--- src/rtl/dcs_pkg.sv ---
package dcs_pkg;

    // Shared multiplier geometry
    localparam int MUL_W  = 17;
    localparam int PROD_W = 2 * MUL_W;

    // Stream payload widths
    localparam int CMD_W   = 8;
    localparam int TDATA_W = 2 * CMD_W;

    // Configuration port geometry
    localparam int CFG_IDX_W  = 3;
    localparam int CFG_DATA_W = 10;

    // Reciprocal of 127 in Q16, slightly low so one upward correction suffices
    localparam logic [MUL_W-1:0] RECIP_127 = MUL_W'(516);
    localparam logic [7:0]       CMD_MAX   = 8'd127;

    // Register reset values
    localparam logic       RST_DRIVE_MODE  = 1'b0;
    localparam logic [6:0] RST_DEADZONE    = 7'd5;
    localparam logic       RST_CURVE_EN    = 1'b1;
    localparam logic [8:0] RST_CURVE_BLEND = 9'd256;
    localparam logic [9:0] RST_SENS        = 10'd256;
    localparam logic [6:0] RST_REV_BAND    = 7'd10;
    localparam logic [7:0] RST_SLEW_STEP   = 8'd15;
    localparam logic       RST_STOP_REV    = 1'b1;

    typedef enum logic [CFG_IDX_W-1:0] {
        REG_DRIVE_MODE   = 3'd0,
        REG_DEADZONE     = 3'd1,
        REG_CURVE_ENABLE = 3'd2,
        REG_CURVE_BLEND  = 3'd3,
        REG_SENSITIVITY  = 3'd4,
        REG_REV_BAND     = 3'd5,
        REG_SLEW_STEP    = 3'd6,
        REG_STOP_ON_REV  = 3'd7
    } t_reg_idx;

    typedef enum logic [3:0] {
        ST_IDLE,
        ST_CRV_P,
        ST_CRV_T,
        ST_CRV_N,
        ST_CRV_Q,
        ST_CRV_C,
        ST_GAIN_L,
        ST_GAIN_R,
        ST_CLAMP_R,
        ST_SLEW
    } t_state;

    // Request to the shared multiplier
    typedef struct packed {
        logic                    en;
        logic signed [MUL_W-1:0] op_a;
        logic signed [MUL_W-1:0] op_b;
    } t_mul_req;

    // Settings seen by the slew limiter
    typedef struct packed {
        logic [6:0] band;
        logic [7:0] step;
        logic       stop;
    } t_slew_cfg;

endpackage

--- src/rtl/dcs_mul.sv ---
module dcs_mul (
    input  logic                                  i_clk,
    input  dcs_pkg::t_mul_req                     i_req,
    output logic signed [dcs_pkg::PROD_W-1:0]     o_prod
);
    import dcs_pkg::*;

    logic signed [PROD_W-1:0] r_prod;

    // Signed multiply, product registered and held when not enabled
    always_ff @(posedge i_clk) begin
        if (i_req.en) begin
            r_prod <= i_req.op_a * i_req.op_b;
        end
    end

    assign o_prod = r_prod;

endmodule

--- src/rtl/dcs_slew.sv ---
module dcs_slew (
    input  dcs_pkg::t_slew_cfg  i_cfg,
    input  logic signed [7:0]   i_cur,
    input  logic signed [7:0]   i_tgt,
    output logic signed [7:0]   o_next
);
    import dcs_pkg::*;

    logic signed [9:0] cur;
    logic signed [9:0] tgt;
    logic signed [9:0] delta;
    logic signed [9:0] band;
    logic signed [9:0] step;
    logic signed [9:0] cur_mag;
    logic signed [9:0] dlt_mag;
    logic signed [9:0] st;
    logic              rev;
    logic signed [9:0] res;

    assign cur     = 10'(i_cur);
    assign tgt     = 10'(i_tgt);
    assign delta   = tgt - cur;
    assign band    = $signed({3'b000, i_cfg.band});
    assign step    = $signed({2'b00, i_cfg.step});
    assign cur_mag = cur[9] ? -cur : cur;
    assign dlt_mag = delta[9] ? -delta : delta;
    assign st      = (step < cur_mag) ? step : cur_mag;
    assign rev     = ((cur > band) && (tgt < -band)) || ((cur < -band) && (tgt > band));

    // Small change passes; with stop set a reversal ramps toward zero; else move to target, limited by step
    always_comb begin
        if (dlt_mag <= 10'sd1) begin
            res = tgt;
        end else if (rev && i_cfg.stop) begin
            res = (cur > 10'sd0) ? (cur - st) : (cur + st);
        end else if (dlt_mag <= step) begin
            res = tgt;
        end else begin
            res = delta[9] ? (cur - step) : (cur + step);
        end
    end

    assign o_next = res[7:0];

endmodule

--- src/rtl/drive_command_shaper.sv ---
// Drive command shaper: arcade/tank mixer with curve, gain and slew limit.
//
// Input stream (s_axis): one transfer carries both joystick axes.
// Output stream (m_axis): one transfer per input, the left and right motor
// commands, which the block also keeps as the reference for the next slew.
// Configuration: i_cfg_we writes i_cfg_data into register i_cfg_idx at the
// clock edge; change it only while no item is in flight.
//
// Timing: an item runs through one shared 17x17 multiplier under a small
// sequencer, five steps per axis for the curve and three for gain and clamp,
// then one slew step. The result becomes valid with tready back high in that
// same cycle; no new input is taken until the current result is loaded.
// A pending result does not block the next input transfer; if the receiver
// still holds off tready when the next result is ready, the sequencer waits
// in its slew step and the commands stay unchanged.
// Reset (synchronous, active low) restores the default registers, clears
// both held commands to zero and empties the output.
module drive_command_shaper (
    input  logic                               i_clk,
    input  logic                               i_rst_n,
    // stick_a [7:0], stick_b [15:8]
    input  logic [dcs_pkg::TDATA_W-1:0]        i_s_axis_tdata,
    input  logic                               i_s_axis_tvalid,
    output logic                               o_s_axis_tready,
    // left_cmd [7:0], right_cmd [15:8]
    output logic [dcs_pkg::TDATA_W-1:0]        o_m_axis_tdata,
    output logic                               o_m_axis_tvalid,
    input  logic                               i_m_axis_tready,
    input  logic                               i_cfg_we,
    input  logic [dcs_pkg::CFG_IDX_W-1:0]      i_cfg_idx,
    input  logic [dcs_pkg::CFG_DATA_W-1:0]     i_cfg_data
);
    import dcs_pkg::*;

    // Configuration registers
    logic       r_drive_mode;
    logic [6:0] r_deadzone;
    logic       r_curve_en;
    logic [8:0] r_curve_blend;
    logic [9:0] r_sens;
    logic [6:0] r_rev_band;
    logic [7:0] r_slew_step;
    logic       r_stop_rev;

    // Sequencer
    t_state r_state, n_state;
    logic   r_axis, n_axis;
    logic   r_out_valid, n_out_valid;

    // Datapath
    logic signed [7:0] r_va, r_vb;
    logic [14:0]       r_x;
    logic              r_neg;
    logic signed [8:0] r_ca, r_cb;
    logic signed [7:0] r_tgt_l, r_tgt_r;
    logic signed [7:0] r_last_l, r_last_r;

    logic                     in_xfer;
    logic                     load_out;
    t_mul_req                 mul_req;
    logic signed [PROD_W-1:0] prod;
    t_slew_cfg                slew_cfg;
    logic signed [7:0]        slew_l, slew_r;

    logic signed [7:0]  raw_a, raw_b;
    logic [7:0]         mag_a, mag_b;
    logic signed [7:0]  v;
    logic [7:0]         v_mag;
    logic signed [8:0]  curve_fac;
    logic signed [23:0] v_ext;
    logic signed [23:0] num;
    logic [23:0]        num_mag;
    logic [8:0]         q0;
    logic [15:0]        rem;
    logic [8:0]         q;
    logic signed [8:0]  c_curve;
    logic signed [8:0]  c_sel;
    logic signed [9:0]  mix_l, mix_r;
    logic [19:0]        p_mag;
    logic [11:0]        p_shr;
    logic [6:0]         sat;
    logic signed [7:0]  gain_cmd;

    assign in_xfer = i_s_axis_tvalid && o_s_axis_tready;

    // Deadzone on the incoming axes
    assign raw_a = i_s_axis_tdata[7:0];
    assign raw_b = i_s_axis_tdata[15:8];
    assign mag_a = raw_a[7] ? (~raw_a + 8'd1) : raw_a;
    assign mag_b = raw_b[7] ? (~raw_b + 8'd1) : raw_b;

    // Curve: v*(|v|-127), times blend, plus v*32512, then divide by 32512
    assign v         = r_axis ? r_vb : r_va;
    assign v_mag     = v[7] ? (~v + 8'd1) : v;
    assign curve_fac = $signed({1'b0, v_mag}) - 9'sd127;
    assign v_ext     = 24'(v);
    assign num       = (v_ext <<< 15) - (v_ext <<< 8) + $signed(prod[23:0]);
    assign num_mag   = num[23] ? 24'(-num) : 24'(num);

    // Quotient by 127 from the reciprocal, one correction step
    assign q0      = prod[24:16];
    assign rem     = {1'b0, r_x} - {q0, 7'b0} + 16'(q0);
    assign q       = (rem >= 16'd127) ? (q0 + 9'd1) : q0;
    assign c_curve = r_neg ? $signed(9'd0 - q) : $signed(q);
    assign c_sel   = (r_curve_en && (v != 8'sd0)) ? c_curve : 9'(v);

    // Mixing
    assign mix_l = r_drive_mode ? 10'(r_ca) : (10'(r_ca) + 10'(r_cb));
    assign mix_r = r_drive_mode ? 10'(r_cb) : (10'(r_ca) - 10'(r_cb));

    // Gain truncation toward zero and clamp, shared by both sides
    assign p_mag    = prod[PROD_W-1] ? 20'(-prod) : 20'(prod);
    assign p_shr    = p_mag[19:8];
    assign sat      = (p_shr > 12'(CMD_MAX)) ? CMD_MAX[6:0] : p_shr[6:0];
    assign gain_cmd = prod[PROD_W-1] ? $signed(8'd0 - {1'b0, sat}) : $signed({1'b0, sat});

    assign slew_cfg = '{band: r_rev_band, step: r_slew_step, stop: r_stop_rev};

    dcs_mul u_mul (
        .i_clk (i_clk),
        .i_req (mul_req),
        .o_prod(prod)
    );

    dcs_slew u_slew_l (
        .i_cfg (slew_cfg),
        .i_cur (r_last_l),
        .i_tgt (r_tgt_l),
        .o_next(slew_l)
    );

    dcs_slew u_slew_r (
        .i_cfg (slew_cfg),
        .i_cur (r_last_r),
        .i_tgt (r_tgt_r),
        .o_next(slew_r)
    );

    // Next state, multiplier operands and handshake
    always_comb begin
        n_state         = r_state;
        n_axis          = r_axis;
        load_out        = 1'b0;
        o_s_axis_tready = 1'b0;
        mul_req.en      = 1'b0;
        mul_req.op_a    = MUL_W'(v);
        mul_req.op_b    = MUL_W'(curve_fac);
        case (r_state)
            ST_IDLE: begin
                o_s_axis_tready = 1'b1;
                if (i_s_axis_tvalid) begin
                    n_state = ST_CRV_P;
                    n_axis  = 1'b0;
                end
            end
            ST_CRV_P: begin
                mul_req.en = 1'b1;
                n_state    = ST_CRV_T;
            end
            ST_CRV_T: begin
                mul_req.en   = 1'b1;
                mul_req.op_a = $signed({8'd0, r_curve_blend});
                mul_req.op_b = $signed(prod[MUL_W-1:0]);
                n_state      = ST_CRV_N;
            end
            ST_CRV_N: begin
                n_state = ST_CRV_Q;
            end
            ST_CRV_Q: begin
                mul_req.en   = 1'b1;
                mul_req.op_a = $signed({2'b00, r_x});
                mul_req.op_b = $signed(RECIP_127);
                n_state      = ST_CRV_C;
            end
            ST_CRV_C: begin
                if (!r_axis) begin
                    n_axis  = 1'b1;
                    n_state = ST_CRV_P;
                end else begin
                    n_state = ST_GAIN_L;
                end
            end
            ST_GAIN_L: begin
                mul_req.en   = 1'b1;
                mul_req.op_a = MUL_W'(mix_l);
                mul_req.op_b = $signed({7'd0, r_sens});
                n_state      = ST_GAIN_R;
            end
            ST_GAIN_R: begin
                mul_req.en   = 1'b1;
                mul_req.op_a = MUL_W'(mix_r);
                mul_req.op_b = $signed({7'd0, r_sens});
                n_state      = ST_CLAMP_R;
            end
            ST_CLAMP_R: begin
                n_state = ST_SLEW;
            end
            ST_SLEW: begin
                if (!r_out_valid || i_m_axis_tready) begin
                    load_out = 1'b1;
                    n_state  = ST_IDLE;
                end
            end
            default: begin
                n_state = ST_IDLE;
            end
        endcase
    end

    // Output valid: set on a new result, cleared once the transfer completes
    always_comb begin
        if (load_out) begin
            n_out_valid = 1'b1;
        end else if (i_m_axis_tready) begin
            n_out_valid = 1'b0;
        end else begin
            n_out_valid = r_out_valid;
        end
    end

    // Control state and configuration
    always_ff @(posedge i_clk) begin
        if (!i_rst_n) begin
            r_state       <= ST_IDLE;
            r_axis        <= 1'b0;
            r_out_valid   <= 1'b0;
            r_last_l      <= '0;
            r_last_r      <= '0;
            r_drive_mode  <= RST_DRIVE_MODE;
            r_deadzone    <= RST_DEADZONE;
            r_curve_en    <= RST_CURVE_EN;
            r_curve_blend <= RST_CURVE_BLEND;
            r_sens        <= RST_SENS;
            r_rev_band    <= RST_REV_BAND;
            r_slew_step   <= RST_SLEW_STEP;
            r_stop_rev    <= RST_STOP_REV;
        end else begin
            r_state     <= n_state;
            r_axis      <= n_axis;
            r_out_valid <= n_out_valid;
            if (load_out) begin
                r_last_l <= slew_l;
                r_last_r <= slew_r;
            end
            if (i_cfg_we) begin
                case (i_cfg_idx)
                    REG_DRIVE_MODE:   r_drive_mode  <= i_cfg_data[0];
                    REG_DEADZONE:     r_deadzone    <= i_cfg_data[6:0];
                    REG_CURVE_ENABLE: r_curve_en    <= i_cfg_data[0];
                    REG_CURVE_BLEND:  r_curve_blend <= i_cfg_data[8:0];
                    REG_SENSITIVITY:  r_sens        <= i_cfg_data[9:0];
                    REG_REV_BAND:     r_rev_band    <= i_cfg_data[6:0];
                    REG_SLEW_STEP:    r_slew_step   <= i_cfg_data[7:0];
                    REG_STOP_ON_REV:  r_stop_rev    <= i_cfg_data[0];
                    default: begin
                    end
                endcase
            end
        end
    end

    // Payload registers
    always_ff @(posedge i_clk) begin
        if (in_xfer) begin
            r_va <= (mag_a < {1'b0, r_deadzone}) ? 8'sd0 : raw_a;
            r_vb <= (mag_b < {1'b0, r_deadzone}) ? 8'sd0 : raw_b;
        end
        if (r_state == ST_CRV_N) begin
            r_x   <= num_mag[22:8];
            r_neg <= num[23];
        end
        if (r_state == ST_CRV_C) begin
            if (r_axis) begin
                r_cb <= c_sel;
            end else begin
                r_ca <= c_sel;
            end
        end
        if (r_state == ST_GAIN_R) begin
            r_tgt_l <= gain_cmd;
        end
        if (r_state == ST_CLAMP_R) begin
            r_tgt_r <= gain_cmd;
        end
    end

    assign o_m_axis_tvalid = r_out_valid;
    assign o_m_axis_tdata  = {r_last_r, r_last_l};

endmodule

--- config.mk ---
export PLATFORM = sky130hd
export DESIGN_NAME = drive_command_shaper
export DESIGN_NICKNAME = d
export VERILOG_FILES = /design/src/rtl/dcs_pkg.sv /design/src/rtl/dcs_mul.sv /design/src/rtl/dcs_slew.sv /design/src/rtl/drive_command_shaper.sv
export SDC_FILE = /design/constraint.sdc
export NUM_CORES = 1
export LEC_CHECK = 0
export BUFFER_PORTS_ARGS = -buffer_cell sky130_fd_sc_hd__buf_2
export CORE_AREA = 4 4 222 224
export CTS_CLUSTER_DIAMETER = 200
export DETAILED_ROUTE_END_ITERATION = 16
export DIE_AREA = 0 0 226 228
export HOLD_SLACK_MARGIN = 0.03
export MAX_ROUTING_LAYER = met4
export PLACE_DENSITY = 0.79
export SYNTH_ARGS = -nofsm -noshare
export SYNTH_HDL_FRONTEND = slang
export SYNTH_SLANG_ARGS = --single-unit
--- constraint.sdc ---
create_clock -name i_clk -period 8.5 [get_ports i_clk]
set_input_delay 0.85 -clock i_clk [delete_from_list [all_inputs] [get_ports i_clk]]
set_output_delay 0.85 -clock i_clk [all_outputs]
set_load 0.05 [all_outputs]
After elaboration in Yosys (flattened, before gate mapping)
Index checks and enable logic that the tools add are counted.
{"block": "op_classes", "add_sub_neg": 30, "n_mul": 1, "n_lt_le_gt_ge": 20, "n_eq_ne": 18, "n_mux": 42, "n_bitwise": 4, "reduce_logical": 30}
{"operator": "two-way mux 8 bit", "n": 17}
{"operator": "one-hot mux 34 bit (4 select lines)", "n": 1}
{"operator": "two-way mux 10 bit", "n": 6}
{"operator": "< comparator 8 x 10 -> 1 bit", "n": 4}
{"operator": "one-hot mux 4 bit (10 select lines)", "n": 1}
{"operator": "multiplier 17 x 17 -> 34 bit", "n": 1}
{"operator": "adder 8 bit", "n": 4}
{"operator": "greater-than comparator 8 bit", "n": 4}
{"operator": "subtractor 8 bit", "n": 4}
{"operator": "two-way mux 9 bit", "n": 3}
{"operator": "adder 24 bit", "n": 1}
{"operator": "adder 8 x 1 -> 8 bit (second input constant)", "n": 3}
{"operator": "inverter 8 bit", "n": 3}
{"operator": "AND reduction 2 bit", "n": 12}
{"operator": "subtractor 23 x 16 -> 24 bit", "n": 1}
{"operator": "two-way mux 23 bit", "n": 1}
{"operator": "negation 23 bit", "n": 1}
{"operator": "less-or-equal comparator 10 x 2 -> 1 bit (second input constant)", "n": 2}
{"operator": "less-or-equal comparator 10 x 9 -> 1 bit", "n": 2}
{"operator": "< comparator 9 x 10 -> 1 bit", "n": 2}
{"operator": "two-way mux 20 bit", "n": 1}
{"operator": "negation 10 bit", "n": 2}
{"operator": "negation 20 bit", "n": 1}
{"operator": "negation 8 -> 10 bit", "n": 2}
{"operator": "other kinds (36)", "n": 66}
{"block": "word_totals", "reg_bits": 166, "elab_cells": 167}

Longest topological paths before layout
{"block": "logic_depth", "depth_word": 8, "ltp_mapped": 38}

Cells and area by module
A second synthesis with hierarchy kept.
{"block": "hier_totals", "cells_unflattened": 3441, "area_unflattened_um2": 29649.7}
{"mod": "dcs_mul", "instances": 1, "cells_each": 1255, "area_per_inst_um2": 12040.3, "seq_area_each_um2": 1021.0}
{"mod": "drive_command_shaper", "instances": 1, "cells_each": 1350, "area_per_inst_um2": 11165.7, "seq_area_each_um2": 3303.2}
{"mod": "dcs_slew", "instances": 2, "cells_each": 418, "area_per_inst_um2": 3221.8, "seq_area_each_um2": 0.0}

Least setup slack after synthesis
OpenSTA, ideal clock, no wires.
{"block": "synth_timing", "kind": "register to register", "start": "register r_axis", "end": "register u_mul.r_prod[33], in the netlist u_mul.o_prod[33] (data pin)", "arrival_ns": 8.401, "t_required_ns": 8.240, "slack_ns": -0.161, "stages_incl_launch_ff": 33, "path_cell_list": "dfxtp_1 -> buf_2 -> buf_1 -> mux2_2 -> inv_1 -> ha_1 -> nand2_1 -> o21ai_0 -> ha_1 -> and2_1 -> a21oi_1 -> o21ai_0 -> xor2_1 -> a222oi_1 -> clkbuf_1 -> nor2_1 -> fa_1 -> fa_1 -> fa_1 -> inv_1 -> fa_1 -> inv_1 -> fa_1 -> fa_1 -> ha_1 -> a21o_1 -> a221oi_1 -> a211oi_1 -> a41o_1 -> o41ai_1 -> a211o_1 -> o2111ai_1 -> xnor2_1"}
{"block": "synth_between", "elab_chain_len": 7}
{"item": "start, declared", "line_no": "drive_command_shaper.sv:47", "source": "logic r_axis, n_axis;"}
{"item": "start signal, assigned", "line_no": "drive_command_shaper.sv:239", "source": "r_axis <= n_axis;"}
{"item": "two-way mux 8 bit *", "line_no": "drive_command_shaper.sv:93", "source": "assign v = r_axis ? r_vb : r_va;"}
{"item": "inverter 8 bit", "line_no": "drive_command_shaper.sv:94", "source": "assign v_mag = v[7] ? (~v + 8'd1) : v;"}
{"item": "adder 8 x 1 -> 8 bit", "line_no": "drive_command_shaper.sv:94"}
{"item": "two-way mux 8 bit", "line_no": "drive_command_shaper.sv:94"}
{"item": "subtractor 8 x 7 -> 9 bit", "line_no": "drive_command_shaper.sv:95", "source": "assign curve_fac = $signed({1'b0, v_mag}) - 9'sd127;"}
{"item": "one-hot mux 34 bit (4 select lines) *", "line_no": "drive_command_shaper.sv:148", "source": "case (r_state)"}
{"item": "multiplier 17 x 17 -> 34 bit *", "line_no": "dcs_mul.sv:13", "source": "r_prod <= i_req.op_a * i_req.op_b;"}
{"item": "end signal, assigned", "line_no": "dcs_mul.sv:13"}
{"item": "end, declared", "line_no": "dcs_mul.sv:8", "source": "logic signed [PROD_W-1:0] r_prod;"}
Every way passes the cells marked *; elsewhere a longest branch is shown, timed or not.
A chain may end at the register's enable or synchronous reset.

Worst setup path after layout
{"block": "layout_timing", "start": "register r_ca[0]", "end": "register u_mul.r_prod[33], in the netlist u_mul.o_prod[33] (data pin)"}
{"block": "layout_between", "elab_chain_len": 4, "elab_cells_between_ends": 6}
{"item": "start, declared", "line_no": "drive_command_shaper.sv:54", "source": "logic signed [8:0] r_ca, r_cb;"}
{"item": "start signal, assigned", "line_no": "drive_command_shaper.sv:276", "source": "r_ca <= c_sel;"}
{"item": "subtractor 9 x 9 -> 10 bit / adder 9 x 9 -> 10 bit (equally long branches)", "line_no": "drive_command_shaper.sv:109, drive_command_shaper.sv:108"}
{"item": "two-way mux 10 bit, on equally long branches", "line_no": "drive_command_shaper.sv:109, drive_command_shaper.sv:108"}
{"item": "one-hot mux 34 bit (4 select lines) *", "line_no": "drive_command_shaper.sv:148"}
{"item": "multiplier 17 x 17 -> 34 bit *", "line_no": "dcs_mul.sv:13"}
Marks and branches as above.

==> results.yml <==
synthesis:
  yosys_warnings: 0
  synth_fa_ha_area_share_pct: 36.66
  syn-cell-area_um2: 28000
  ys_async_sr_fraction_pct: 0
  synthSimpleGateAreaFrac_pct: 16.30
  mappedNetlistNets: 3984
  synth_edf_count: 92
  synth-seq-cells: 158
  ys.flop_type: "edfxtp_1"
  syn_inst: 3312
  yosysSeqAreaShare_pct: 14.59
  synth.area.mux_share_pct: 1.510
  syn_avg_cell_area_um2: 8.454
  synth_compound_area_share_pct: 16.00
  synth_top_family_by_area: "adder cells"
  synth-xor-area-share_pct: 6.480
  yosys.cell_types.count: 98
floorplan:
  pin_count: 52
  initial_core_util_pct: 59.14
  dieArea_um2: 51530
  core_um2: 47350
  die_x_um: 226
  die_y_um: 228
  rows: 80
drt:
  detail-route-antenna-nets: 0
  wl_met2_um: 37300
  postRouteWirelength_um: 77140
  topRoutingLayerUsed: "met4"
  wl_met1_um: 30120
  wl_per_cell_um: 19.22
  vias_per_cell: 6.004
  wl_met3_um: 5454
  num_vias: 24090
  drc: 0
  dr.pass1.iters: 5
  drtIter0Drc: 2084
timing:
  finalCritPeriodShare_pct: 95.91
  tightestPinTransition_ns: 1.185
  slew_viol_final: 0
  setup_viol: 0
  min_period_ns: 8.153
  worst_hold_slack_ns: 0.4952
  clock.fmax_mhz: 122.7
  timing.final.hold_violations: 0
  maxSlewHeadroom_pct: 20.85
  final.setup.worst_slack_ns: 0.3474
  skew_ns: 0.02296
place:
  gp_congestion: 0.9899
  io_buffers: 51
  dp_hpwl_um: 62430
  post-place-ws_ns: 0.009016
  dpl_cell_area_um2: 29380
  dp.cells: 3969
finish:
  final_cells: 4013
  final_nets: 4057
  layout-drive-gt1-share_pct: 8.211
  ff_latch_area_um2: 4084
  fillers: 3921
  multi_input_area_um2: 21740
  design_area_um2: 30250
  diodes: 0
  syn_to_final_growth_pct: 8.026
critical_path:
  worstPathRequired_ns: 8.73
  cp-end-kind: "flip-flop"
  worstSetupPathType: "flip-flop to flip-flop"
  crit_path_start_kind: "flip-flop"
  cp_max_fo: 6
  cp_common_cell: "fa_1"
  cp_slowest_cell: "fa_1"
  max_stage_delay_ns: 0.56
  crit_arrival_ns: 8.38
min_path:
  min_path_type: "flip-flop to flip-flop"
outcome:
  status: "complete, no violations"
cts:
  clk_pin_slew_ns: 0.08
  cts-root-buf: "clkbuf_16"
  numCtsBuffers: 17
  cts.sinks: 158
  cts_tree: "built"
  cts-htree-levels: 4
  cts_max_path_buffers: 2
  clk_latency_ns: 0.47
  postCtsHoldBufs: 0
grt:
  grt_overflow: 0
  grt_antenna_before_repair: 0
  grt_max_degree: 72
  grt_pass1_vias: 24050
  grt_usage_pct: 30.91
  grt_pass1_wl_um: 124400
flow_run:
  drv_cap: 0
## path summary, 6_finish.rpt
path | from | endpoint | slack (ns) | depth (start not counted)
max reg2reg | r_ca[0] | u_mul.o_prod[33] | 0.35 | 34
min reg2reg | r_sens[3] | r_sens[3] | 0.50 | 2
max | r_ca[0] | u_mul.o_prod[33] | 0.35 | 34
min | r_sens[3] | r_sens[3] | 0.50 | 2
## cells in the mapped netlist, types with 24 or more instances
| library cell | instances | share of area [%] |
|---|---|---|
| inv_1 | 522 | 7.0 |
| a21o_1 | 32 | 0.86 |
| xor2_1 | 42 | 1.3 |
| clkbuf_1 | 92 | 1.2 |
| fa_1 | 304 | 22 |
| dfxtp_1 | 66 | 4.7 |
| o211ai_1 | 24 | 0.64 |
| nand3_1 | 72 | 1.3 |
| and2_1 | 45 | 1.0 |
| edfxtp_1 | 92 | 9.9 |
| nor2_1 | 241 | 3.2 |
| nand2_1 | 294 | 3.9 |
| ha_1 | 334 | 15 |
| a21oi_1 | 192 | 3.4 |
| xnor2_1 | 160 | 5.0 |
| o21ai_0 | 143 | 2.6 |
| nand2b_1 | 61 | 1.4 |
| o21a_1 | 36 | 0.97 |
| nor3_1 | 61 | 1.1 |
| nor2b_1 | 65 | 1.5 |
| a21boi_0 | 32 | 0.86 |
| mux2i_1 | 31 | 1.1 |
| nand4_1 | 32 | 0.72 |
## cell type report
class,count,share of cell area (%)
clock inverter,15,0.5585
clock buffer,17,1.407
tap,615,2.544
inverter,526,6.528
sequential,158,13.50
multi-input combinational,2527,71.87
timing repair buffer,155,3.587
## flip-flops by register name, indices dropped and copies added (netlist names), 4 cells and up
signal         flops
r_vb               8
r_rev_band         7
r_slew_step        8
r_deadzone         7
r_cb               9
r_state            4
r_x               15
r_tgt_r            8
r_tgt_l            8
u_mul.o_prod      26
r_sens            10
r_curve_blend      9
r_last_r           8
r_last_l           8
r_va               8
r_ca               9
## routing by layer
layer  global-route usage, %  vias up
met5                       -        -
li1                        -    11280
met1                   37.72    11610
met4                   13.88        0
met3                   4.063      256
met2                   51.23      943
## what timing repair did
| item | CTS | global route |
|---|---|---|
| setup buffers | 0 | 11 |
| gates cloned | 0 | 1 |
| resized for setup | 1 | 44 |
| pin swaps | 0 | 21 |
| endpoints found under the setup margin | 1 | 7 |
## cell families (layout without fill, tap and decap cells)
| group | Yosys count | count (layout) |
|---|---|---|
| flip-flops | 158 | 158 |
| multiplexers | 41 | 41 |
| buffers and inverters | 627 | 713 |
| XOR/XNOR | 204 | 204 |
| AO/OA/AOI/OAI | 686 | 686 |
| adder cells (fa/ha/maj) | 638 | 638 |
| AND/OR/NAND/NOR | 958 | 958 |
## worst max-delay path, delay by kind of cell (launching register included)
family	cells	cell delay (ns)
buffers and inverters	5	0.36
AOI/OAI and AO/OA	11	2.06
DFF	1	0.40
adders and majority gates	9	3.98
xor gates and xnor gates	2	0.29
and+or+nand+nor	7	0.81
## cell usage in the layout, fill, tap and decap left out, types with 18 or more instances in the layout
cell type,count
nand3_1,72
nor3_1,57
mux2i_1,30
dfxtp_1,66
edfxtp_1,92
or2_2,21
a211oi_1,18
buf_4,98
o21ai_0,138
and2_1,44
or3_1,22
o211ai_1,24
a21oi_1,187
ha_1,330
xor2_1,42
a21o_1,32
a21boi_0,30
o21a_1,36
xnor2_1,160
nand2_1,292
a31oi_1,18
clkbuf_16,18
inv_1,521
buf_2,51
nand4_1,32
fa_1,299
nand2b_1,61
nor2b_1,65
nor2_1,238
o31ai_1,21
## through the flow
stage / setup TNS [ns] / utilization [%]
4_1_cts: 0 / 63.33
3_5_place_dp: 0 / 62.06
2_1_floorplan: 0 / -
5_1_grt: -0.09474 / 63.88
3_3_place_gp: 0 / 62.06
6_report: 0 / 63.88
Power is left out: the tool's default activity adds up to more than one toggle a clock period on the data nets, which glitch-free logic cannot reach.
